## src/design/hmm_ram.sv

```systemverilog
// Generic single-port-write RAM with a registered read port.
`default_nettype none
module hmm_ram #(
  parameter int Width = 16,
  parameter int Depth = 256
) (
  input  wire logic                     clk_i,
  input  wire logic                     we_i,
  input  wire logic [$clog2(Depth)-1:0] waddr_i,
  input  wire logic [Width-1:0]         wdata_i,
  input  wire logic [$clog2(Depth)-1:0] raddr_i,
  output logic      [Width-1:0]         rdata_o
);
  logic [Width-1:0] mem_q [Depth];
  always_ff @(posedge clk_i) begin
    if (we_i) begin
      mem_q[waddr_i] <= wdata_i;
    end
    rdata_o <= mem_q[raddr_i];
  end
endmodule
`default_nettype wire

```

## config.mk

```make
export PLATFORM = sky130hd
export DESIGN_NAME = hmm_ram
export DESIGN_NICKNAME = d
export VERILOG_FILES = /design/src/design/hmm_ram.sv
export SDC_FILE = /design/constraint.sdc
export NUM_CORES = 2
export LEC_CHECK = 0
export BUFFER_PORTS_ARGS = -buffer_cell sky130_fd_sc_hd__buf_2
export CORE_ASPECT_RATIO = 0.5
export CORE_MARGIN = 10
export CORE_UTILIZATION = 30
export DETAILED_ROUTE_END_ITERATION = 10
export PLACE_DENSITY = 0.55
export REMOVE_ABC_BUFFERS = 1
export SYNTH_ARGS = -nofsm -noshare
export SYNTH_HDL_FRONTEND = slang
export SYNTH_SLANG_ARGS = --single-unit
export TNS_END_PERCENT = 10
```

## constraint.sdc

```tcl
create_clock -name clk_i -period 3.8 [get_ports clk_i]
set_input_delay 0 -clock clk_i [delete_from_list [all_inputs] [get_ports clk_i]]
set_output_delay 0 -clock clk_i [all_outputs]
set_load 0.03 [all_outputs]
```

==> flow_metrics.py <==
metrics = {
    "status": {
        "status": "finished, final reports clean",
    },
    "route": {
        "routedWlPerCell_um": 29.18,
        "drt-pass1-iter-count": 8,
        "ant_nets": 0,
        "first_iter_violations": 10437,
        "drc_errors": 0,
        "routed_wl_um": 449600,
        "avgViaCountPerCell": 5.181,
        "via_count": 79832,
    },
    "pwr": {
        "p_int_uw": 73720,
        "switching_share_pct": 21.93,
        "clkPwrFrac_pct": 41.6,
        "vdd_drop_max_mv": 0.3931,
        "p_total_uw": 94420,
        "power_leakage_uw": 0.05784,
        "p_switching_uw": 20700,
        "p_per_area_nw_per_um2": 511.2,
        "p_seq_share_pct": 53.0,
        "p_comb_share_pct": 5.4,
    },
    "die": {
        "core_um2": 525700,
        "die-area_um2": 560300,
        "die_w_um": 1049,
        "core.rowCount": 188,
        "start_util_pct": 30.19,
        "die_h_um": 534.3,
        "io_pins": 50,
    },
    "min_path": {
        "min_from": "raddr_i[4]",
        "hp-class": "primary input to flop",
    },
    "setup_path": {
        "cp.arrival_ps": 4090,
        "path_max_fanout": 1,
        "cp-startpoint": "mem_q[128][3]",
        "cp.required_ps": 4610,
        "worstSetupPathType": "flop to flop",
        "end_kind": "flop",
        "startpoint_type": "flop",
        "r2r-start": "mem_q[128][3]",
        "r2r_slack_ps": 520,
    },
    "synth": {
        "avgSynthCellArea_um2": 21.56,
        "synthAdderAreaFrac_pct": 0,
        "synth_flop_cell": "edfxtp_1",
        "yosys.area_share.simple_pct": 1.574,
        "synth-edff-count": 4096,
        "synth_compound_area_share_pct": 3.537,
        "synthCells": 7360,
        "syn_area_um2": 158700,
        "synthXorXnorAreaFrac_pct": 0,
        "synth.yosys.warnings": 0,
        "ys_seq_area_share_pct": 77.70,
        "muxShareOfSynthArea_pct": 15.50,
        "synth_top_family_by_area": "multiplexers",
        "synthArstFlopShare_pct": 0,
        "ys_ff_latch": 4112,
        "ys_types": 52,
    },
    "grt": {
        "grt_usage_pct": 15.51,
        "antenna_found_initial": 39,
        "gr-total-overflow": 0,
        "grt_pass1_wl_um": 629200,
        "grt_max_degree": 120,
        "grt_pass1_vias": 78545,
    },
    "timing": {
        "finalCritPeriodShare_pct": 86.23,
        "fin_ws_ps": 523.1,
        "skew_ps": 56.28,
        "relSlewSlack_pct": 5.509,
        "tightest_slew_ps": 1407,
        "fin_crit_ps": 3277,
        "hold_violations": 0,
        "grt_setup_unrepaired": "false",
        "fmax_ghz": 0.3052,
        "holdWs_ps": 66.57,
        "final_max_slew_viol_count": 0,
        "setup_violations": 0,
    },
    "clock_tree": {
        "cts_buffer_depth": 4,
        "root_buffer": "clkbuf_16",
        "cts_sinks": 4112,
        "post_cts_resized": 0,
        "clkTransAtPathRegs_ps": 60,
        "cts_hold_buf": 31,
        "ctsHtreeMaxLevel": 5,
        "clk_latency_ps": 980,
        "numCtsBuffers": 404,
        "postCtsSetupRepairBufs": 0,
        "cts_tree": "done",
    },
    "cells_and_area": {
        "fin_nets": 8075,
        "syn_to_final_growth_pct": 16.39,
        "fillCellCount": 48460,
        "stdcell_area_um2": 184700,
        "fin_util_pct": 35.14,
        "drive_above_1_share_pct": 27.57,
    },
    "flow_run": {
        "cap_violations": 0,
    },
    "placed_design": {
        "gp_congestion": 0.8427,
        "io_buffers": 49,
        "hpwl_um": 277000,
        "place_area_um2": 171600,
        "dpl_worst_slack_ps": 92.17,
    },
}
registers in the layout, summed over array words and instances, names as in the netlist:
name / flops
rdata_o: 16
mem_q: 4096
logic make-up (layout without fill, tap and decap cells):
family / Yosys count / in the layout
compound gates: 786 / 786
buf+inv: 456 / 1471
flops: 4112 / 4112
mux: 1450 / 1450
other cells: 0 / 5
simple gates: 556 / 556
power groups by stage:
stage               logic [uW]  clock network, uW  registers (uW)
finish                    5090              39300           50100
floorplan                 1840                  0           51100
CTS                       5120              39900           50100
global placement          5020                  0           51000
detailed placement        5080                  0           51000
global route              5320              41700           50000
layer usage:
layer / up-vias / track usage [%] / routed length [um]
met2: 3458 / 23.86 / 204000
met4: 6 / 4.091 / 12950
met3: 623 / 2.618 / 36910
met5: - / 0 / 34
met1: 43067 / 22.71 / 195700
li1: 32678 / - / -
synthesized netlist by cell type (all sizes together), types with 11 or more instances:
cell / n / area [um2]
a211oi: 18 / 135.1
a21oi: 175 / 875.8
a221oi: 28 / 245.2
a22o: 32 / 280.3
a22oi: 43 / 322.8
and3: 11 / 68.82
buf: 222 / 1809
clkbuf: 230 / 863.3
dfxtp: 16 / 320.3
edfxtp: 4096 / 123000
mux2: 88 / 991.0
mux2i: 565 / 5655
mux4: 797 / 17950
nand2: 38 / 142.6
nand3: 35 / 175.2
nand4: 26 / 162.7
nor2: 304 / 1141
nor3: 92 / 460.4
nor4: 18 / 118.9
o21ai: 38 / 190.2
o221ai: 253 / 2222
o22ai: 148 / 925.9
o31ai: 16 / 120.1
o32ai: 21 / 191.4
cell type report:
| type | instances | area (um2) | area share (%) |
|---|---|---|---|
| Clock inverter | 226 | 2137 | 1.157 |
| Multi-Input combinational cell | 2792 | 33200 | 17.97 |
| Clock buffer | 514 | 10650 | 5.768 |
| Sequential cell | 4112 | 123300 | 66.76 |
| Timing Repair Buffer | 727 | 6575 | 3.559 |
| Tap cell | 7030 | 8796 | 4.762 |
| Inverter | 4 | 27.53 | 0.01490 |
| Antenna cell | 5 | 12.51 | 0.006773 |
layout by cell type (no fill, tap or decap), drive strengths merged, types with 9 or more instances in the layout:
cell and n:
a22o 32, nand2 38, bufinv 31, and3 11
o32ai 21, o31ai 16, edfxtp 4096, clkbuf 514
buf 696, o22ai 148, mux2 88, dfxtp 16
a211oi 18, a221oi 28, nand4 26, mux2i 565
a21oi 175, o21ai 38, dlygate4sd3 31, clkinvlp 11
inv 20, nor4 18, a22oi 43, clkinv 168
nor2b 9, o221ai 253, mux4 797, nor2 304
nor3 92, nand3 35
stage by stage:
stage	cells	setup TNS, ps
after global placement	14632	-800.7
after CTS	15405	0
after floorplan	6908	-41140
after global routing	15406	0
after detailed placement	14634	0
final	15410	0
critical path, cell delays in order (launching register included):
cell	delay (ps)
edfxtp_1	370
mux4_2	460
mux2_2	290
a221oi_1	870
buf_4	240
o31ai_1	180
o32ai_2	520
nor4_1	170
path summary, 6_finish.rpt:
| path | cells after the start | to |
|---|---|---|
| worst max-delay path | 7 | rdata_o[3] |
| worst max register to register | 7 | rdata_o[3] |
| worst min register to register | 6 | rdata_o[0] |
| worst min-delay path | 6 | rdata_o[13] |
Note: power is estimated with default switching activity, not from simulation.
