$ cat config.mk
export PLATFORM = sky130hd
export DESIGN_NAME = hmm_cell
export DESIGN_NICKNAME = d
export VERILOG_FILES = /design/src/design/hmm_cell.sv
export SDC_FILE = /design/constraint.sdc
export NUM_CORES = 2
export LEC_CHECK = 0
export BUFFER_PORTS_ARGS = -buffer_cell sky130_fd_sc_hd__buf_2
export CAP_MARGIN = 5
export CORE_UTILIZATION = 35
export DETAILED_ROUTE_END_ITERATION = 10
export GPL_ROUTABILITY_DRIVEN = 1
export SYNTH_ARGS = -nofsm -noshare
export SYNTH_HDL_FRONTEND = slang
export SYNTH_SLANG_ARGS = --single-unit
$ cat constraint.sdc
create_clock -name clk_i -period 7.9 [get_ports clk_i]
set_input_delay 0.79 -clock clk_i [delete_from_list [all_inputs] [get_ports clk_i]]
set_output_delay 0.79 -clock clk_i [all_outputs]
set_load 0.005 [all_outputs]
$ cat src/design/hmm_cell.sv
// One state cell: holds its forward value, accumulates its prediction and term.
`default_nettype none
module hmm_cell #(
  parameter int ProbBits = 16,
  parameter int NStates  = 8
) (
  input  wire logic                    clk_i,
  input  wire logic                    rst_ni,
  input  wire logic                    clr_i,      // start accumulation
  input  wire logic                    mac_i,      // add trans*fwd_in
  input  wire logic [ProbBits-1:0]     trans_i,
  input  wire logic [ProbBits-1:0]     fwd_in_i,   // forward value passed along chain
  input  wire logic                    term_i,     // form term from base and emission
  input  wire logic                    first_i,
  input  wire logic [ProbBits-1:0]     init_i,
  input  wire logic [ProbBits-1:0]     emit_i,
  input  wire logic                    rot_i,      // rotate forward values
  input  wire logic                    load_i,     // write new forward value
  input  wire logic [ProbBits-1:0]     fwd_new_i,
  input  wire logic [ProbBits-1:0]     fwd_prev_i, // neighbour value during rotation
  output logic      [ProbBits-1:0]     fwd_o,
  output logic      [2*ProbBits+$clog2(NStates)-1:0] term_o
);
  localparam int AccW  = 2*ProbBits + $clog2(NStates);
  localparam int BaseW = ProbBits + $clog2(NStates);
  localparam int TermW = BaseW + ProbBits;
  logic [AccW-1:0]       acc_q;
  logic [2*ProbBits-1:0] prod_q;
  logic [TermW-1:0]      term_q;
  logic                  mac_q;
  logic [ProbBits-1:0]   fwd_q;
  logic [BaseW-1:0]      base;

  always_ff @(posedge clk_i) begin
    prod_q <= trans_i * fwd_in_i;
    if (clr_i) begin
      acc_q <= '0;
    end else if (mac_q) begin
      acc_q <= acc_q + AccW'(prod_q);
    end
    if (term_i) begin
      term_q <= base * emit_i;
    end
  end

  always_ff @(posedge clk_i or negedge rst_ni) begin
    if (!rst_ni) begin
      mac_q <= 1'b0;
      fwd_q <= '0;
    end else begin
      mac_q <= mac_i;
      if (load_i) begin
        fwd_q <= fwd_new_i;
      end else if (rot_i) begin
        fwd_q <= fwd_prev_i;
      end
    end
  end

  // keep every bit of the prediction: it can exceed one unit
  assign base   = first_i ? BaseW'(init_i) : acc_q[AccW-1:ProbBits];
  assign fwd_o  = fwd_q;
  assign term_o = term_q;
endmodule
`default_nettype wire

==> metrics.md <==
| Metric | Value |
|---|---|
| Run status | `finished, final reports clean` |
| CTS tree | `built` |
| Largest net degree at the start of global routing | `40` |
| H-tree levels | `4` |
| Die Span Y | `264.2 µm` |
| First-pass GRT wire length | `99.46 mm` |
| Clk buf depth | `2` |
| Core ar. | `67630 µm²` |
| CP arrival | `7.13 ns` |
| Area of placed instances | `25540 µm²` |
| Syn Inst Count | `2666` |
| FILL cells | `6811` |
| Biggest area consumer among synthesized cells | `fa_1` |
| Remaining routing DRC violations | `0` |
| Clock sinks | `119` |
| Critical path class | `primary input to flop` |
| Required time of the critical path | `8.04 ns` |
| Post-route ant nets | `0` |
| First drt pass iteration count | `5` |
| Setup tns final | `0 ns` |
| Root Buffer Master | `clkbuf_16` |
| Initial antenna violation count | `2` |
| Post-synth EDFFs | `35` |
| Port bufs | `154` |
| Ranking of synthesized cells by area | `fa_1 36%, ha_1 13%, inv_1 7.9%, and2_1 6.6%, nand2_1 6.1%` |
| Hold WC Path Type | `primary input to async pin` |
| DRT iter0 DRCs | `885` |
| Clock Skew | `0.01955 ns` |
| Vias in the first global route | `18.67k` |
| CP peak stage delay | `0.55 ns` |
| Clock transition at path regs | `0.06 ns` |
| Worst slew pin tran | `0.7938 ns` |
| Width of the die | `264.2 µm` |
| Maximum operating frequency | `0.1431 GHz` |
| Rel. slew slack | `47.08%` |
| Synthesized area | `24060 µm²` |
| HPWL after detailed placement | `48.53 mm` |
| DIE AREA | `69780 µm²` |
| Share of the yosys chip area belonging to registers | `11.71%` |
| RSZ-0062 raised after global routing | `no` |
| Initial Utilization | `35.57%` |
| Layout cells sized above 1 | `8.300%` |
| Ys Warns | `0` |
| Syn nets | `3444` |
| Final setup viols | `0` |
| Synth top area share | `35.87%` |
| Critical-path top delay cell | `mux2_2` |
| Yosys reg bits | `119` |
| Fin crit share | `88.43%` |
| Final Cell Area | `26130 µm²` |
| Top Ports | `155` |
| Util after Layout | `38.63%` |
| Via count | `17.77k` |
| Final net count | `3512` |
| Worst setup SP type | `primary input` |
| Most frequent cells after synthesis | `509 x inv_1, 431 x fa_1, 393 x nand2_1` |
| Setup Buffers After CTS | `0` |
| Gr usage total | `17.80%` |
| Yosys cell types | `72` |
| Grt total ovfl | `0` |
| Pins Over Slew Limit | `0` |
| Insertion delay to the later sink of the worst-skew pair | `0.42 ns` |
| Worst setup EP type | `flop` |
| Max-Cap Viols | `0` |
| Worst-path fanout max | `19` |
| Post_cts resized | `0` |
| Critical path's most frequent cell | `fa_1` |
| CP Cell Sequence | `buf_2 -> mux2_2 -> and2_1 -> fa_1 -> inv_1 -> fa_1 -> inv_1 -> fa_1 -> fa_1 -> fa_1 -> inv_1 -> fa_1 -> inv_1 -> ha_1 -> a21o_1 -> a21o_1 -> a21o_1 -> a221oi_1 -> nand2_1 -> o21ai_0 -> o21ai_0 -> xor2_1` |
| WL per Instance | `16.67 µm` |
| Most frequent cell after synthesis | `inv_1` |
| Area Growth Syn to Fin | `8.624%` |
| Avg Vias per Cell | `4.907` |
| GPL Wtd Cong | `0.8798` |
| Top FF cell, synth | `dfxtp_1` |
| Post-synth ARST share | `14.29%` |
| Avg Cell Area, Syn | `9.023 µm²` |
| CTS Hold Bufs | `0` |
| Minimum clock period | `6.986 ns` |
| Hold Fails Final Rpt | `0` |
| Row Count | `95` |
| CTS Buf Count | `17` |
| DRT Wirelength | `60.38 mm` |
[kinds of logic after synthesis]
logic type	synth area share (%)
flops	11.71
xor+xnor	2.949
compound gates	8.780
fa+ha+maj	48.51
buf+inv	9.659
simple gates	16.26
mux	2.127
[cell usage in the layout, fill, tap and decap left out, types with 32 or more instances in the layout]
cell / n
nand2_1: 393
a21oi_1: 95
a21o_1: 52
mux2i_1: 32
fa_1: 431
nor2_1: 70
ha_1: 243
buf_2: 154
xnor2_1: 52
o21ai_0: 65
inv_1: 509
edfxtp_1: 35
dfxtp_1: 67
and2_1: 255
[routing by layer]
metal	up-vias	share of wire, %	track usage (%)
met1	8841	46	23.86
met4	2	2.0	4.683
li1	8416	-	-
met2	440	48	30.15
met3	68	4.4	2.293
met5	-	0.015	0
[state kept, by name, summed over array words and instances (netlist names)]
register / flops
mac_q: 1
fwd_o: 16
acc_q: 35
term_o: 35
prod_q: 32
[final cells by class]
| class | count | area (µm²) | area share (%) |
|---|---|---|---|
| clock buffers | 22 | 508.0 | 1.944 |
| inverters | 509 | 1911 | 7.312 |
| repair buffers | 158 | 800.8 | 3.065 |
| well taps | 873 | 1092 | 4.180 |
| clock inverters | 10 | 83.83 | 0.3208 |
| multi-input cells | 1929 | 18910 | 72.39 |
| diodes | 1 | 2.502 | 0.009577 |
| flip-flops and latches | 119 | 2818 | 10.78 |
[metrics by stage]
stage               setup slack, ns  instances  hold WS [ns]
floorplan                    0.7429       2666        0.4454
global placement             0.5812       3588        0.4579
detailed placement           0.4951       3588        0.4725
CTS                          0.9481       3620        0.3114
global route                 0.5407       3620        0.3245
finish                       0.9136       3621        0.3099
[critical path, delay by kind of cell]
family | cells | cell delay [ns]
AO/OA/AOI/OAI | 6 | 1.37
XOR/XNOR | 1 | 0.17
adder cells (fa/ha/maj) | 7 | 3.29
buffers and inverters | 5 | 0.64
multiplexers | 1 | 0.55
AND/OR/NAND/NOR | 2 | 0.32
[path summary, 6_finish.rpt]
path	start	end	slack, ns	depth (start not counted)
worst max-delay path	first_i	term_o[30]	0.91	22
worst min-delay path	rst_ni	fwd_o[13]	0.31	1
worst max register to register	acc_q[32]	term_o[30]	1.44	20
worst min register to register	acc_q[5]	acc_q[5]	0.48	2
max in group asynchronous	rst_ni	fwd_o[2]	7.27	1
min in group clk_i	acc_q[5]	acc_q[5]	0.48	2
Power is not shown: default switching activity piles up to over one toggle a cycle in this logic, so the estimate is an artifact.
