$ cat src/design/hmm_div.sv
// Restoring divider: floor(num * 2^ProbBits / den), saturating when num >= den; one quotient bit a cycle.
`default_nettype none
module hmm_div #(
  parameter int ProbBits = 16,
  parameter int DenW     = 35
) (
  input  wire logic                 clk_i,
  input  wire logic                 rst_ni,
  input  wire logic                 start_i,
  input  wire logic [DenW-1:0]      num_i,
  input  wire logic [DenW-1:0]      den_i,
  output logic                      done_o,
  output logic      [ProbBits-1:0]  quot_o
);
  localparam int CW = $clog2(ProbBits + 1);
  logic [DenW-1:0]       r_q;
  logic [DenW:0]         r2;
  logic [DenW-1:0]       den_q;
  logic [ProbBits-1:0]   q_q;
  logic [CW-1:0]         cnt_q;
  logic                  busy_q, done_q, sat_q;

  assign r2 = {r_q, 1'b0};

  always_ff @(posedge clk_i) begin
    if (start_i) begin
      r_q   <= num_i;
      den_q <= den_i;
      q_q   <= '0;
      sat_q <= (num_i >= den_i);
    end else if (busy_q) begin
      if (r2 >= {1'b0, den_q}) begin
        r_q <= DenW'(r2 - {1'b0, den_q});
        q_q <= {q_q[ProbBits-2:0], 1'b1};
      end else begin
        r_q <= r2[DenW-1:0];
        q_q <= {q_q[ProbBits-2:0], 1'b0};
      end
    end
  end

  always_ff @(posedge clk_i or negedge rst_ni) begin
    if (!rst_ni) begin
      busy_q <= 1'b0;
      done_q <= 1'b0;
      cnt_q  <= '0;
    end else begin
      done_q <= 1'b0;
      if (start_i) begin
        busy_q <= 1'b1;
        cnt_q  <= '0;
      end else if (busy_q) begin
        cnt_q <= cnt_q + 1'b1;
        if (cnt_q == CW'(ProbBits - 1)) begin
          busy_q <= 1'b0;
          done_q <= 1'b1;
        end
      end
    end
  end

  assign done_o = done_q;
  assign quot_o = sat_q ? {ProbBits{1'b1}} : q_q;
endmodule
`default_nettype wire

$ cat config.mk
export PLATFORM = sky130hd
export DESIGN_NAME = hmm_div
export DESIGN_NICKNAME = d
export VERILOG_FILES = /design/src/design/hmm_div.sv
export SDC_FILE = /design/constraint.sdc
export NUM_CORES = 1
export LEC_CHECK = 0
export BUFFER_PORTS_ARGS = -buffer_cell sky130_fd_sc_hd__buf_2
export CAP_MARGIN = 20
export CELL_PAD_IN_SITES_DETAIL_PLACEMENT = 0
export CELL_PAD_IN_SITES_GLOBAL_PLACEMENT = 1
export CORE_AREA = 2 2 126 128
export CTS_BUF_LIST = sky130_fd_sc_hd__clkbuf_4 sky130_fd_sc_hd__clkbuf_8 sky130_fd_sc_hd__clkbuf_16
export DETAILED_ROUTE_END_ITERATION = 10
export DIE_AREA = 0 0 128 130
export PLACE_DENSITY_LB_ADDON = 0.1
export SLEW_MARGIN = 20
export SYNTH_ARGS = -nofsm -noshare
export SYNTH_HDL_FRONTEND = slang
export SYNTH_SLANG_ARGS = --single-unit
$ cat constraint.sdc
create_clock -name clk_i -period 4.3 [get_ports clk_i]
set_input_delay 0.645 -clock clk_i [delete_from_list [all_inputs] [get_ports clk_i]]
set_output_delay 0.645 -clock clk_i [all_outputs]
set_load 0.05 [all_outputs]
==> impl_results.md <==
* First-pass GRT wire length at 26,090 um
* Routed len/inst at 15.91 um
* Final hold vios at 0
* Flop2flop setup slack at 0.68 ns
* Maxcap violations at 0
* GR Overflow Total at 0
* RSZ-0062 raised after global routing: no
* Slew HR at 36.49%
* Power per cell area at 628.7 nW/um^2
* Initial antenna violation count at 0
* Pint at 0.002793 W
* First-pass iteration count of the detailed router at 4
* Post-synth EDFFs at 71
* Clock power share at 16.7%
* DP Wirelength at 11,970 um
* GRT Overall Usage at 19.70%
* Layout cell share with drive strength beyond 1 at 18.59%
* ANT nets after route at 0
* IO Port Bufs at 89
* TNS Setup at 0 ns
* Post-layout util at 50.75%
* Number of placement rows at 46
* Die area at 16,640 um^2
* Final setup skew at 0.009752 ns
* Finish-stage setup viols at 0
* Largest net degree at the start of global routing at 92
* Post_cts resized at 0
* CTS tree: done
* Top post-synthesis cells by area: edfxtp_1 (31%), ha_1 (13%), mux2i_1 (5.5%)
* Synth Area per Inst at 9.595 um^2
* Max Buffers Root-to-Sink at 2
* CP required at 4.41 ns
* Final min period at 3.621 ns
* Iteration-0 DRC Markers at 246
* WS Path Type: flop to flop
* Final Max Tran Viols at 0
* Gate power share at 55.5%
* Die Ht at 130 um
* Vias at 5,410
* Ys Warns at 0
* Run status: finished, final reports clean
* Main synth FF type: edfxtp_1
* # hold bufs at CTS at 0
* Post-synth top area share at 30.65%
* Hold WC Path Type: input port to async pin
* Io pins at 90
* Synth Cell Area at 6957 um^2
* Commonest cells in the netlist: inv_1 (81), ha_1 (72), edfxtp_1 (71)
* Maximum clock rate at 0.2761 GHz
* Yosys cell types at 72
* DIE WIDTH at 128 um
* H-tree Lvls at 3
* CP endpoint kind: flop
* Critical Path Fanout Max at 9
* Mapped Cells at 725
* Worst skew pair latency at 0.36 ns
* Sw Ratio at 43.23%
* Core Box Area at 15,420 um^2
* Startpoint Class: flop
* Post-CTS setup buffers at 0
* Critical path arrival at 3.73 ns
* Number of remaining DRC errors at 0
* Asr flop ratio synth at 7.447%
* Tightest Pin Transition at 0.9526 ns
* Routed wire length at 15,900 um
* Average vias per placed instance at 5.415
* Nets@finish at 948
* Placer congestion estimate at 0.8428
* Seq pwr share at 27.8%
* #FFs+latches synth at 94
* Root Driver: clkbuf_16
* Syn_nets at 871
* Area leader, netlist: edfxtp_1
* Leakage at 3.729 nW
* Net Sw Power at 0.002127 W
* Vias in the first global route at 5,354
* Worst VDD drop at 0.2891 mV
* Area Growth Syn to Fin at 12.52%
* Tcrit/Tclk final at 84.22%
* Clk pin slew, worst setup/hold paths at 0.08 ns
* Sequential cell area fraction in the yosys report at 37.77%
* Most common cell in the netlist: inv_1
* CTS buffer count at 9
* Clock sinks at 94
* Antenna diodes at 0
* Initial Utilization at 45.10%
==> cells in the final DEF, fill, tap and decap left out, drive strengths merged, types with 4 or more instances in the layout <==
cell type  instances
o211ai             9
nor2b             16
mux2               4
and3               6
mux2i             38
a211oi            10
xnor2             15
a31oi              4
nand2b             8
dfrtp              7
edfxtp            71
inv               87
dfxtp             16
and2               4
o2111ai            4
a21oi             49
o21bai             4
buf               93
nand4             12
nor2              44
nor3               8
a22oi              6
nand2             52
o21ai             49
clkbuf             9
nand3b             6
nor3b              4
ha                72
xor2              13
or2               18
a21o              21
nand3              9
==> kinds of logic (layout without fill, tap and decap cells) <==
logic type | count (synthesis) | count (layout) | synth area share, %
AO/OA/AOI/OAI | 184 | 184 | 18.18
adder cells (fa/ha/maj) | 73 | 73 | 13.24
multiplexers | 42 | 42 | 6.115
flip-flops | 94 | 94 | 37.77
AND/OR/NAND/NOR | 196 | 196 | 14.44
XOR/XNOR | 28 | 28 | 3.525
buffers and inverters | 108 | 190 | 6.726
==> power by group through the flow <==
stage	Combinational [W]	Clock, W	Sequential, W
2_1_floorplan	0.00221	0	0.00134
3_3_place_gp	0.00269	0	0.00138
3_5_place_dp	0.00272	0	0.00139
4_1_cts	0.00274	0.000849	0.00137
5_1_grt	0.00305	0.000875	0.00139
6_report	0.00273	0.000823	0.00137
==> layout make-up <==
type	count	area, um^2
multi-input combinational	523	3869
fill	1474	7597
inverter	81	304.0
sequential	94	2628
clock inverter	7	71.32
tap	192	240.2
clock buffer	9	225.2
timing repair buffer	93	490.5
==> state kept, by name (all words and copies together), names as in the netlist <==
name    flops
busy_q      1
cnt_q       5
den_q      35
done_o      1
q_q        16
r_q        35
sat_q       1
==> routing by layer <==
| metal | GRT usage [%] | up-vias | share of wire (%) |
|---|---|---|---|
| met4 | 4.783 | 0 | 1.3 |
| met5 | 0 | - | 0 |
| met2 | 33.56 | 98 | 48 |
| met3 | 4.182 | 16 | 3.7 |
| met1 | 25.81 | 2538 | 47 |
| li1 | - | 2758 | - |
==> stage by stage <==
step	area (um^2)	worst slack [ns]	hold slack, ns	std cells	total power [W]
2_1_floorplan	6957	1.136	0.3494	725	0.003551
3_3_place_gp	7531	0.7424	0.4720	983	0.004075
3_5_place_dp	7531	0.6442	0.4835	983	0.004106
4_1_cts	7828	0.6355	0.09166	999	0.004956
5_1_grt	7828	0.4380	0.09753	999	0.005316
6_report	7828	0.6785	0.09810	999	0.004921
==> worst paths after layout <==
kind	to	depth (start not counted)	startpoint
setup / recovery	r_q[30]	10	r_q[0]
setup reg to reg	r_q[30]	10	r_q[0]
max in group asynchronous	cnt_q[2]	1	rst_ni
min in group clk_i	den_q[4]	1	den_i[4]
hold reg to reg	q_q[15]	2	q_q[15]
hold / removal	cnt_q[1]	1	rst_ni
==> worst max-delay path: stages (launching register included) <==
cell       delay, ns
edfxtp_1        0.45
fa_1            0.54
a211oi_4        0.33
o31ai_4         0.13
a221oi_4        0.39
o2111ai_2       0.18
a221oi_4        0.43
a21o_1          0.47
buf_4           0.26
or4_1           0.13
nand3_1         0.07
Power figures use the tool's default switching activity.
